[config.mk]
export PLATFORM = sky130hd
export DESIGN_NAME = sgi_front
export DESIGN_NICKNAME = d
export VERILOG_FILES = /design/src/hw/rtl/sgi_pkg.sv /design/src/hw/rtl/sgi_front.sv
export SDC_FILE = /design/constraint.sdc
export NUM_CORES = 1
export LEC_CHECK = 0
export ABC_AREA = 1
export BUFFER_PORTS_ARGS = -buffer_cell sky130_fd_sc_hd__buf_2
export CAP_MARGIN = 30
export CORE_MARGIN = 8
export CORE_UTILIZATION = 36
export CTS_BUF_LIST = sky130_fd_sc_hd__clkbuf_8
export DETAILED_ROUTE_END_ITERATION = 10
export PLACE_DENSITY = 0.58
export RECOVER_POWER = 100
export SLEW_MARGIN = 5
export SYNTH_ARGS = -nofsm -noshare
export SYNTH_HDL_FRONTEND = slang
export SYNTH_SLANG_ARGS = --single-unit
[constraint.sdc]
create_clock -name clk_i -period 5.43 [get_ports clk_i]
set_input_delay 0.8145 -clock clk_i [delete_from_list [all_inputs] [get_ports clk_i]]
set_output_delay 0.8145 -clock clk_i [all_outputs]
set_load 0.05 [all_outputs]
[src/hw/rtl/sgi_pkg.sv]
`default_nettype none
package sgi_pkg;

  localparam int unsigned NMaxW = 24;

  typedef struct packed {
    logic              req_type;
    logic signed [31:0] lower_bound;
    logic signed [31:0] upper_bound;
    logic [19:0]       intervals;
  } req_t;

  typedef struct packed {
    logic signed [39:0] integral;
    logic               status;
  } resp_t;

  typedef struct packed {
    logic               err;
    logic               three8;
    logic               neg;
    logic signed [31:0] lo;
    logic [32:0]        dm;
    logic [NMaxW-1:0]   n;
  } job_t;

  typedef enum logic [2:0] {
    BK_IDLE,
    BK_DIV1,
    BK_RUN,
    BK_DRAIN,
    BK_MUL,
    BK_DIV2,
    BK_OUT
  } bk_state_e;

  function automatic logic mod3_zero(input logic [NMaxW-1:0] n);
    logic [5:0] s1;
    logic [3:0] s2;
    s1 = '0;
    for (int k = 0; k < NMaxW / 2; k++) begin
      s1 = s1 + 6'(n[2*k +: 2]);
    end
    s2 = 4'(s1[1:0]) + 4'(s1[3:2]) + 4'(s1[5:4]);
    return (s2 == 4'd0) || (s2 == 4'd3) || (s2 == 4'd6) || (s2 == 4'd9);
  endfunction

  function automatic logic [31:0] exp_neg_unit(input logic [63:0] u);
    logic signed [63:0] sum;
    logic [63:0]        term;
    sum  = 64'sd2147483648;
    term = 64'd2147483648;
    for (int j = 1; j <= 24; j++) begin
      term = ((term * u + 64'd1073741824) >> 31) / 64'(j);
      if ((j % 2) == 1) begin
        sum = sum - $signed(term);
      end else begin
        sum = sum + $signed(term);
      end
    end
    if (sum < 0) begin
      sum = 0;
    end
    if (sum > 64'sd2147483648) begin
      sum = 64'sd2147483648;
    end
    return sum[31:0];
  endfunction

  function automatic logic [31:0] exp_entry(input logic [63:0] u, input logic [5:0] q);
    logic [63:0] v;
    logic [63:0] e1;
    v  = 64'(exp_neg_unit(u));
    e1 = 64'(exp_neg_unit(64'd2147483648));
    for (int j = 0; j < 32; j++) begin
      if (6'(j) < q) begin
        v = (v * e1 + 64'd1073741824) >> 31;
      end
    end
    return v[31:0];
  endfunction

endpackage
`default_nettype wire

[src/hw/rtl/sgi_front.sv]
`default_nettype none
module sgi_front #(
  parameter int MAX_INTERVALS_BITS = 20
) (
  input  wire logic          clk_i,
  input  wire logic          rst_ni,
  input  wire logic          in_valid_i,
  output logic               in_ready_o,
  input  wire sgi_pkg::req_t in_data_i,
  output logic               job_valid_o,
  input  wire logic          job_ready_i,
  output sgi_pkg::job_t      job_o
);
  import sgi_pkg::*;

  localparam logic [NMaxW-1:0] NMask = NMaxW'((25'd1 << MAX_INTERVALS_BITS) - 25'd1);

  logic              fv_q;
  job_t              job_q, job_d;
  logic [NMaxW-1:0]  n_w;
  logic signed [32:0] d_w;

  assign in_ready_o  = !fv_q || job_ready_i;
  assign job_valid_o = fv_q;
  assign job_o       = job_q;

  always_comb begin
    n_w = NMaxW'(in_data_i.intervals) & NMask;
    d_w = 33'(in_data_i.upper_bound) - 33'(in_data_i.lower_bound);
    job_d.three8 = in_data_i.req_type;
    job_d.err    = (n_w == '0) || (in_data_i.req_type ? !mod3_zero(n_w) : n_w[0]);
    job_d.neg    = d_w[32];
    job_d.lo     = in_data_i.lower_bound;
    job_d.dm     = d_w[32] ? 33'(-d_w) : 33'(d_w);
    job_d.n      = n_w;
  end

  always_ff @(posedge clk_i or negedge rst_ni) begin
    if (!rst_ni) begin
      fv_q <= 1'b0;
    end else if (in_valid_i && in_ready_o) begin
      fv_q <= 1'b1;
    end else if (job_ready_i) begin
      fv_q <= 1'b0;
    end
  end

  always_ff @(posedge clk_i) begin
    if (in_valid_i && in_ready_o) begin
      job_q <= job_d;
    end
  end

endmodule
`default_nettype wire

==> results.md <==
* Synthesized area at 7230 µm²
* First-pass GRT wire length at 29.3 mm
* Residual DRC at 0
* Core Area at 20,000 µm²
* Post-CTS sizing at 0
* RSZ-0062 raised after global routing: false
* Die area at 24,900 µm²
* Final period utilization at 94.4%
* Violated checks: capacitance limit, slew limit
* Critical Path AT at 5250 ps
* Worst Path Required at 5550 ps
* Max Buffers Root-to-Sink at 2
* CTS H-tree lvls at 3
* Final setup margin at 306 ps
* Seq/Total Area, Yosys at 36.9%
* Cell count after placement at 1,405
* Nets at 1,294
* Crit end category: flop
* DR pass1 iterations at 4
* P_leak at 0.00426 µW
* GRT Util Overall at 14.9%
* Max Slew Vio Count at 93
* Cell family with most CP delay: adder cells
* Critical path's largest stage delay at 550 ps
* Max IR drop VDD at 0.000169 V
* Final Cell Area at 8420 µm²
* Max-cap violations at 3
* Pin count of the biggest net entering global routing at 34
* Slew margin rel. at -53.5%
* DP Wirelength at 15.7 mm
* Final TNS setup at 0 ps
* Internal at 1520 µW
* Cells after synthesis at 959
* I/O Pins at 183
* Final hold viol count at 0
* Width of the chip at 158 µm
* Power Density at 327 nW/µm²
* Yosys cell types at 38
* Worst-path cell chain: buf_2 -> inv_1 -> fa_1 -> inv_1 -> fa_1 -> fa_1 -> inv_1 -> fa_1 -> fa_1 -> xor2_1 -> fa_1 -> fa_1 -> inv_1 -> a21oi_1 -> o21ai_0 -> nand4_1 -> o211ai_1
* Mapped Avg Cell Area at 7.53 µm²
* Slowest stage cell, crit path: fa_1
* Starting DRT DRC Count at 305
* CTS tree: built
* Slew @ Worst Pin at 2300 ps
* Via count at 6,244
* Vias in the first global route at 6,175
* Final ANT Viol Nets at 0
* TritonCTS buffer count at 9
* Most frequent cell after synthesis: nand2_1
* Hold Path Class: input pin to async pin
* Reg clk slew, reported paths at 90 ps
* Status: finished, violations left
* Total power draw at 2760 µW
* CP Buf/Inv Count at 5
* Final Critical Period at 5120 ps
* Fmax at 0.195 GHz
* Post-synth top area share at 36.6%
* ANT cells at 0
* Most common cell on crit path: fa_1
* Post-synth ARST share at 1.12%
* Fin Clk Skew at 15.1 ps
* GRT overflow at 0
* Final wirelength at 18.2 mm
* Combinational Power Share at 50.6%
* EDFF count, synth at 88
* Layout cells sized above 1 at 11.8%
* Clk root buf: clkbuf_8
* Fillers at 2,220
* Initial antenna violation count at 0
* Reg power frac at 31.7%
* Finished Layout Cells at 1,421
* Yosys top cell by area: edfxtp_1
* Dominant cells by area after synthesis: edfxtp_1 37%, nand2_1 17%, inv_1 11%
* DR WL/cell at 12.8 µm
* Post-place setup slack at -72.3 ps
* FF+latch count, synth at 89
* Area Overhead vs Synth at 16.6%
* Crit-path max FO at 4
* YS warnings at 0
* Clock power share at 17.8%
* Switch share at 45.0%
* CP Launch Type: input pin
* Area after DPL at 8430 µm²
* Most frequent cells after synthesis: 318 x nand2_1, 209 x inv_1, 88 x edfxtp_1
* Port Buffers at 178
* Clock latency at the later pin of the worst-skew pair at 390 ps
* Count of endpoints failing setup in the final report at 0
* Initial Util at 36.2%
* Post-CTS Hold Fix Bufs at 0
* GP Congestion at 0.874
* Die Y at 158 µm
* Count of clock tree sinks at 89
* Post-CTS setup buffer count at 0
* Row cnt at 52
* DR vias/cell at 4.39
* Switching power at 1240 µW
* Top_reg_cell synth: edfxtp_1
* Crit Path Class: input pin to flop
[worst register-to-register path, cell delays in order (launching register included)]
cell and delay (ps):
dfrtp_1 410, a21oi_1 1730, clkbuf_1 1370
[layout by cell type (no fill, tap or decap), types with 2 or more instances in the layout]
| cell type | instances |
|---|---|
| nand2_2 | 22 |
| clkbuf_8 | 9 |
| nor3_1 | 6 |
| nand3_2 | 7 |
| fa_1 | 17 |
| nor4_1 | 5 |
| nor2_2 | 11 |
| a21oi_2 | 2 |
| ha_1 | 42 |
| xnor2_2 | 2 |
| clkinv_4 | 2 |
| nand3b_1 | 8 |
| and2_1 | 2 |
| nand3_1 | 48 |
| xnor2_1 | 4 |
| inv_2 | 4 |
| xor2_1 | 19 |
| nor2_1 | 69 |
| buf_2 | 60 |
| inv_1 | 210 |
| a21oi_1 | 20 |
| o21ai_0 | 8 |
| nand2_1 | 324 |
| nand4_1 | 15 |
| clkbuf_1 | 120 |
| edfxtp_1 | 88 |
| nor2_4 | 6 |
| nand2_4 | 3 |
| conb_1 | 4 |
[cell type report]
class	count	area, µm²	share of cell area, %
multi-input cells	651	3660	43.4
flip-flops and latches	89	2670	31.7
inverters	215	808	9.59
repair buffers	180	751	8.91
well taps	270	338	4.01
clock buffers	9	124	1.47
clock inverters	7	78.8	0.936
[registers in the layout, indices dropped and copies added, names as in the netlist]
register	cells
job_valid_o	1
job_o	88
[cell families after synthesis]
kind of cell / count (synthesis) / share of synthesized area (%)
AOI/OAI and AO/OA: 34 / 2.61
xor gates and xnor gates: 26 / 3.46
adders and majority gates: 59 / 12.0
buffers and inverters: 222 / 12.0
DFF: 89 / 36.9
other: 1 / 0.0519
and+or+nand+nor: 528 / 32.9
[power by group through the flow]
stage,clock network [µW],registers [µW],logic [µW]
detailed placement,0,886,1440
global route,529,879,1590
floorplan,0,1110,905
global placement,0,884,1400
CTS,515,870,1440
finish,489,873,1390
[stage by stage]
stage | util (%) | hold slack, ps
detailed placement | 42.2 | 590
global route | 42.2 | 170
global placement | 42.2 | 566
finish | 42.2 | 191
floorplan | - | 519
CTS | 43.2 | 167
[metal layers]
layer | up-vias | global-route usage, % | wire length [µm]
met2 | 137 | 25.5 | 8530
met4 | 0 | 4.22 | 190
li1 | 3333 | - | -
met1 | 2764 | 18.6 | 8270
met5 | - | 0 | 0
met3 | 10 | 3.08 | 1250
[worst paths after layout]
| kind | startpoint | endpoint | slack [ps] | cells past startpoint |
|---|---|---|---|---|
| worst max-delay path | in_data_i[1] | job_o[91]$_DFFE_PP_ | 310 | 17 |
| worst max register to register | job_valid_o$_DFFE_PN0P_ | job_o[78]$_DFFE_PP_ | 1500 | 2 |
| min in group clk_i | job_valid_o$_DFFE_PN0P_ | job_valid_o$_DFFE_PN0P_ | 550 | 2 |
| worst min-delay path | rst_ni | job_valid_o$_DFFE_PN0P_ | 190 | 1 |
| worst min register to register | job_valid_o$_DFFE_PN0P_ | job_valid_o$_DFFE_PN0P_ | 550 | 2 |
| max in group asynchronous | rst_ni | job_valid_o$_DFFE_PN0P_ | 5160 | 1 |
Note: power is estimated with default switching activity, not from simulation.
