[config.mk]
export PLATFORM = sky130hd
export DESIGN_NAME = sgi_fifo
export DESIGN_NICKNAME = d
export VERILOG_FILES = /design/src/hw/rtl/sgi_pkg.sv /design/src/hw/rtl/sgi_fifo.sv
export SDC_FILE = /design/constraint.sdc
export NUM_CORES = 1
export LEC_CHECK = 0
export BUFFER_PORTS_ARGS = -buffer_cell sky130_fd_sc_hd__clkbuf_2
export CAP_MARGIN = 10
export CORE_ASPECT_RATIO = 1.4
export CORE_MARGIN = 4
export CORE_UTILIZATION = 45
export CTS_CLUSTER_SIZE = 8
export DETAILED_ROUTE_END_ITERATION = 8
export PLACE_DENSITY = 0.81
export REMOVE_ABC_BUFFERS = 1
export SYNTH_ARGS = -nofsm -noshare
export SYNTH_HDL_FRONTEND = slang
export SYNTH_SLANG_ARGS = --single-unit
[constraint.sdc]
create_clock -name clk_i -period 6.3 [get_ports clk_i]
set_input_delay 0.945 -clock clk_i [delete_from_list [all_inputs] [get_ports clk_i]]
set_output_delay 0.945 -clock clk_i [all_outputs]
set_load 0.02 [all_outputs]
[src/hw/rtl/sgi_pkg.sv]
`default_nettype none
package sgi_pkg;

  localparam int unsigned NMaxW = 24;

  typedef struct packed {
    logic              req_type;
    logic signed [31:0] lower_bound;
    logic signed [31:0] upper_bound;
    logic [19:0]       intervals;
  } req_t;

  typedef struct packed {
    logic signed [39:0] integral;
    logic               status;
  } resp_t;

  typedef struct packed {
    logic               err;
    logic               three8;
    logic               neg;
    logic signed [31:0] lo;
    logic [32:0]        dm;
    logic [NMaxW-1:0]   n;
  } job_t;

  typedef enum logic [2:0] {
    BK_IDLE,
    BK_DIV1,
    BK_RUN,
    BK_DRAIN,
    BK_MUL,
    BK_DIV2,
    BK_OUT
  } bk_state_e;

  function automatic logic mod3_zero(input logic [NMaxW-1:0] n);
    logic [5:0] s1;
    logic [3:0] s2;
    s1 = '0;
    for (int k = 0; k < NMaxW / 2; k++) begin
      s1 = s1 + 6'(n[2*k +: 2]);
    end
    s2 = 4'(s1[1:0]) + 4'(s1[3:2]) + 4'(s1[5:4]);
    return (s2 == 4'd0) || (s2 == 4'd3) || (s2 == 4'd6) || (s2 == 4'd9);
  endfunction

  function automatic logic [31:0] exp_neg_unit(input logic [63:0] u);
    logic signed [63:0] sum;
    logic [63:0]        term;
    sum  = 64'sd2147483648;
    term = 64'd2147483648;
    for (int j = 1; j <= 24; j++) begin
      term = ((term * u + 64'd1073741824) >> 31) / 64'(j);
      if ((j % 2) == 1) begin
        sum = sum - $signed(term);
      end else begin
        sum = sum + $signed(term);
      end
    end
    if (sum < 0) begin
      sum = 0;
    end
    if (sum > 64'sd2147483648) begin
      sum = 64'sd2147483648;
    end
    return sum[31:0];
  endfunction

  function automatic logic [31:0] exp_entry(input logic [63:0] u, input logic [5:0] q);
    logic [63:0] v;
    logic [63:0] e1;
    v  = 64'(exp_neg_unit(u));
    e1 = 64'(exp_neg_unit(64'd2147483648));
    for (int j = 0; j < 32; j++) begin
      if (6'(j) < q) begin
        v = (v * e1 + 64'd1073741824) >> 31;
      end
    end
    return v[31:0];
  endfunction

endpackage
`default_nettype wire

[src/hw/rtl/sgi_fifo.sv]
`default_nettype none
module sgi_fifo (
  input  wire logic          clk_i,
  input  wire logic          rst_ni,
  input  wire logic          push_valid_i,
  output logic               push_ready_o,
  input  wire sgi_pkg::job_t push_data_i,
  output logic               pop_valid_o,
  input  wire logic          pop_ready_i,
  output sgi_pkg::job_t      pop_data_o
);
  import sgi_pkg::*;

  job_t       mem_q [2];
  logic       wp_q, rp_q;
  logic [1:0] cnt_q;
  logic       push_w, pop_w;

  assign push_ready_o = (cnt_q != 2'd2);
  assign pop_valid_o  = (cnt_q != 2'd0);
  assign pop_data_o   = mem_q[rp_q];
  assign push_w       = push_valid_i && push_ready_o;
  assign pop_w        = pop_valid_o && pop_ready_i;

  always_ff @(posedge clk_i or negedge rst_ni) begin
    if (!rst_ni) begin
      wp_q  <= 1'b0;
      rp_q  <= 1'b0;
      cnt_q <= 2'd0;
    end else begin
      if (push_w) begin
        wp_q <= !wp_q;
      end
      if (pop_w) begin
        rp_q <= !rp_q;
      end
      cnt_q <= cnt_q + 2'(push_w) - 2'(pop_w);
    end
  end

  always_ff @(posedge clk_i) begin
    if (push_w) begin
      mem_q[wp_q] <= push_data_i;
    end
  end

endmodule
`default_nettype wire

==> impl_metrics.yaml, run 1 <==
route:
  drc: 0
  drtPass1Iterations: 4
  avgRoutedWirePerCell_um: 18.33
  vias: 3505
  ant_nets: 0
  initialDrtViolationCount: 177
  viasPerCell: 4.930
  routed_wl_um: 13040
timing:
  fmax_ghz: 0.2914
  setup_ws_ns: 2.868
  period_minus_slack_ns: 3.432
  finalSetupViolations: 0
  drv_slew: 0
  slew_headroom_pct: 35.61
  tns_ns: 0
  finalHoldViolCount: 0
  tightest_slew_ns: 0.9659
  rsz0062_at_grt: "false"
  final.period_utilization_pct: 54.47
  clock_skew_ns: 0.01227
placed_design:
  post-place-ws_ns: 3.273
  dp_hpwl_um: 9199
  placed_area_um2: 8008
  gp_congestion: 0.7064
  port_buffers: 189
yosys:
  ys_seq_elements: 188
  synth_area_um2: 6880
  syn_avg_cell_area_um2: 22.34
  yosysSeqAreaShare_pct: 81.76
  synth.distinct_cells: 19
  synthCells: 308
  yosys_warnings: 0
critical_path:
  crit_fanout: 52
  r2r_cells: 4
  r2r_end: "mem_q[0][58]"
  critical-path-top-delay-family: "flip-flops"
  critPathBufInv: 2
  cp_slowest_cell: "dfrtp_4"
  criticalPathCategory: "flop to output pin"
  reg2reg_slack_ns: 3.82
  cp_cell_sequence: "buf_4 > mux2_2 > clkbuf_2"
  regToRegStartpoint: "cnt_q[0]"
  slowest_delay_ns: 0.80
  crit_start: "rp_q"
  arrival_ns: 2.49
  cp-endpoint: "pop_data_o[46]"
  cp.depth: 3
  start_kind: "flop"
  crit_required_ns: 5.35
  end_kind: "output pin"
global_routing:
  grt_max_degree: 74
  grt_use_total_pct: 15.22
  antenna_found_initial: 4
  grt_pass1_vias: 3899
  overflow: 0
  grt_pass1_wl_um: 20250
power:
  p_per_area_nw_per_um2: 495.1
  power_leakage_nw: 3.266
  ir_worst_vdd_mv: 0.3477
layout:
  final_cell_mix: "clkbuf_2, edfxtp_1, mux2_2"
  fin_util_pct: 57.67
  fin_nets: 606
  diodes: 0
  drive_gt1_share_pct: 61.27
  final_common_cell: "clkbuf_2"
  syn2layout_area_growth_pct: 25.62
  final_cell_area_um2: 8643
outcome:
  outcome: "complete, no violations"
clock_network:
  h-tree-depth: 4
  numCtsBuffers: 17
  clk_latency_ns: 0.41
  ctsHoldBuffers: 0
  clk_pin_slew_ns: 0.07
  cts_buffer_depth: 2
  postCtsSetupBuffers: 0
  cts_resized: 0
  root_buffer: "clkbuf_16"
  cts.sinks: 188
  cts_tree: "built"
floorplanning:
  io_pins: 190
  die-height_um: 154.3
  start_util_pct: 45.91
  core_um2: 14990
  die-area_um2: 17360
  die_w_um: 112.5
  rows: 53
worst_hold_path:
  worstHoldPathType: "primary input to async pin"
flow_run:
  cap_violations: 0
where the power goes:
group	switching (mW)	leakage [nW]	internal (mW)	total (mW)
clock	0.438	0.300	0.704	1.14
combinational	0.794	1.21	0.508	1.30
sequential	0.121	1.76	1.71	1.83
cell families (layout without fill, tap and decap cells):
family | count (synthesis) | after routing | share of synthesized area (%)
xor+xnor | 3 | 3 | 0.3820
simple gates | 11 | 11 | 0.8731
flops | 188 | 188 | 81.76
mux | 92 | 92 | 15.06
compound gates | 3 | 3 | 0.3455
buf+inv | 10 | 221 | 1.400
fa+ha+maj | 1 | 1 | 0.1818
registers in the layout, indices dropped and copies added, names as in the netlist:
register	cells
mem_q	184
cnt_q	2
rp_q	1
wp_q	1
through the flow:
step	hold slack [ns]	power [mW]	std cells
floorplan	0.4600	2.755	298
global placement	0.5439	3.152	682
detailed placement	0.5542	3.194	682
CTS	0.3120	4.339	711
global route	0.3044	4.480	711
finish	0.3236	4.279	711
worst register-to-register path: stages, from the launching register on:
cell,delay (ns)
dfrtp_1,0.43
nand2b_1,0.17
nand2_1,0.13
nor2_4,0.47
buf_4,0.83
cell usage after synthesis:
cell | number | area, µm²
a311oi_1 | 1 | 8.760
and3_2 | 1 | 7.510
buf_2 | 2 | 10.01
buf_4 | 1 | 7.510
buf_6 | 7 | 78.83
dfrtp_1 | 4 | 100.1
edfxtp_1 | 184 | 5525
ha_1 | 1 | 12.51
mux2_2 | 92 | 1036
nand2_1 | 2 | 7.510
nand2b_1 | 1 | 6.260
nand3_1 | 1 | 5.000
nor2_1 | 3 | 11.26
nor2b_1 | 1 | 6.260
nor4bb_1 | 1 | 10.01
o21ai_0 | 1 | 5.000
o21ba_2 | 1 | 10.01
or2_2 | 1 | 6.260
xnor2_1 | 3 | 26.28
how the worst min path moves through the flow:
stage / endpoint / cells past startpoint
2_1_floorplan: wp_q / 1
3_3_place_gp: wp_q / 1
3_5_place_dp: wp_q / 1
4_1_cts: wp_q / 1
5_1_grt: wp_q / 1
6_report: wp_q / 1
layer usage:
metal | wire length [µm] | GRT usage, %
met1 | 4598 | 15.89
met2 | 7474 | 28.02
met3 | 651 | 4.423
met4 | 260 | 6.816
met5 | 52 | 0
layout make-up:
type                    instances  area [µm²]
clock buffers                  17       425.4
flip-flops and latches        188        5629
multi-input cells             110        1170
repair buffers                192       968.4
well taps                     192       240.2
fillers                      1177        6344
clock inverters                12       210.2
Note: power is estimated with default switching activity, not from simulation.
==> inputs of run 2 (changes only) <==
==> constraint.sdc (replaced) <==
create_clock -name clk_i -period 3.55 [get_ports clk_i]
set_input_delay 0.5325 -clock clk_i [delete_from_list [all_inputs] [get_ports clk_i]]
set_output_delay 0.5325 -clock clk_i [all_outputs]
set_load 0.02 [all_outputs]
==> run 2 against run 1 <==
Cell count up 0.84%. Die area unchanged. Flip-flop and latch count unchanged. Sequential share of layout area down 0.12 points. Non-clock buffer count up 3. Hold slack worse by 0.020 ns. Power up 75%. Setup slack worse by 2.1 ns. Critical endpoint is now pop_data_o[38]. Largest cell class unchanged. Highest routed layer unchanged.
==> impl_metrics.yaml, run 2 (same netlist as run 1, synthesis figures left out) <==
clock_network:
  root_buffer: "clkbuf_16"
  numCtsBuffers: 17
  clk_pin_slew_ns: 0.07
  h-tree-depth: 4
  clk_latency_ns: 0.41
  cts_tree: "built"
  cts_buffer_depth: 2
  cts.sinks: 188
route:
  ant_nets: 0
  viasPerCell: 4.979
  avgRoutedWirePerCell_um: 18.34
  routed_wl_um: 13150
  drtPass1Iterations: 4
  initialDrtViolationCount: 160
  vias: 3570
  drc: 0
layout:
  nFillCells: 1165
  layout.cells.non_filler: 717
  fin_util_pct: 57.78
  largest_reg_flops: 184
  final_cell_area_um2: 8660
  largestRegisters: "mem_q (184), cnt_q (2)"
  fin_nets: 609
  drive_gt1_share_pct: 61.33
  diodes: 0
  final_cell_mix: "clkbuf_2, edfxtp_1, mux2_2"
  syn2layout_area_growth_pct: 25.86
  top_register: "mem_q"
  final_common_cell: "clkbuf_2"
timing:
  finalHoldViolCount: 0
  fmax_ghz: 0.3560
  setup_ws_ns: 0.7411
  hold_ws_ns: 0.3033
  tns_ns: 0
  period_minus_slack_ns: 2.809
  final.period_utilization_pct: 79.12
  rsz0062_at_grt: "false"
  slew_headroom_pct: 58.62
  finalSetupViolations: 0
  tightest_slew_ns: 0.6207
  clock_skew_ns: 0.004714
  drv_slew: 0
floorplanning:
  die-height_um: 154.3
  die_w_um: 112.5
  die-area_um2: 17360
  start_util_pct: 45.91
  core_um2: 14990
  rows: 53
  io_pins: 190
critical_path:
  cp_cell_sequence: "buf_4 > mux2_2 > clkbuf_2"
  end_kind: "output pin"
  cp_slowest_cell: "dfrtp_4"
  critPathBufInv: 2
  crit_fanout: 44
  slowest_delay_ns: 0.82
  arrival_ns: 2.28
  criticalPathCategory: "flop to output pin"
  crit_required_ns: 3.02
  start_kind: "flop"
  critical-path-top-delay-family: "flip-flops"
placed_design:
  port_buffers: 189
  post-place-ws_ns: 1.184
  gp_congestion: 0.7863
  placed_area_um2: 8048
  dp_hpwl_um: 9261
  place_inst: 684
power:
  power_leakage_nw: 3.277
  ir_worst_vdd_mv: 0.5560
  p_per_area_nw_per_um2: 864.3
  p_int_mw: 5.032
  power.share.combinational_pct: 31.2
  swShare_pct: 32.77
  clkPwrFrac_pct: 25.3
  p_sw_mw: 2.453
  seqPwrFrac_pct: 43.6
  power.total_mw: 7.485
outcome:
  outcome: "complete, no violations"
global_routing:
  antenna_found_initial: 4
  grt_max_degree: 80
  grt.busiest_layer: "met2"
  overflow: 0
  grt_pass1_wl_um: 20250
  use_met2_pct: 29.10
  use_met3_pct: 4.932
  grt_use_total_pct: 15.30
  gr-usage-met1_pct: 14.63
  grt_pass1_vias: 3913
flow_run:
  cap_violations: 0
worst_hold_path:
  worstHoldPathType: "primary input to flop"
## run 2: cell types whose count changed in the layout (fill, tap and decap cells not counted), sizes merged
cell         delta
clkinvlp        -1
bufinv          -3
inv             +4
buf             +2
clkinv          +3
dlygate4sd3     +1
## run 2: what timing repair did
action | CTS | global route
endpoints found under the hold margin | 4 | 0
hold buffers | 1 | 0
setup buffers | 0 | 0
endpoints found under the setup margin | 0 | 0
gates resized for setup | 0 | 0
## run 2: area by class of cell
| class | count | area [µm²] | share of cell area (%) |
|---|---|---|---|
| Sequential cell | 188 | 5629 | 65.01 |
| Clock inverter | 15 | 176.4 | 2.037 |
| Multi-Input combinational cell | 110 | 1170 | 13.51 |
| Timing Repair Buffer | 195 | 1018 | 11.76 |
| Clock buffer | 17 | 425.4 | 4.913 |
| Tap cell | 192 | 240.2 | 2.774 |
## run 2: path summary, 6_finish.rpt
kind | from | end | slack [ns] | cells after the start
setup / recovery | rp_q | pop_data_o[38] | 0.74 | 3
hold / removal | push_data_i[19] | mem_q[1][19] | 0.30 | 1
setup reg to reg | cnt_q[0] | mem_q[0][57] | 1.60 | 4
hold reg to reg | wp_q | wp_q | 0.56 | 1
max in group asynchronous | rst_ni | rp_q | 2.95 | 2
min in group asynchronous | rst_ni | wp_q | 0.46 | 2
## run 2: metal layers
| layer | vias to the layer above | share of wire (%) |
|---|---|---|
| met5 | - | 0.36 |
| met4 | 8 | 3.4 |
| met3 | 37 | 6.0 |
| met2 | 110 | 58 |
| met1 | 1775 | 32 |
| li1 | 1640 | - |
## run 2: power groups by stage
stage                     logic, mW  registers, mW  clock network, mW
final                          2.33           3.26               1.89
after floorplan                1.55           3.34                  0
after global placement         2.33           3.29                  0
after global routing           2.49           3.31               2.05
after CTS                      2.38           3.27               1.94
after detailed placement       2.37           3.32                  0
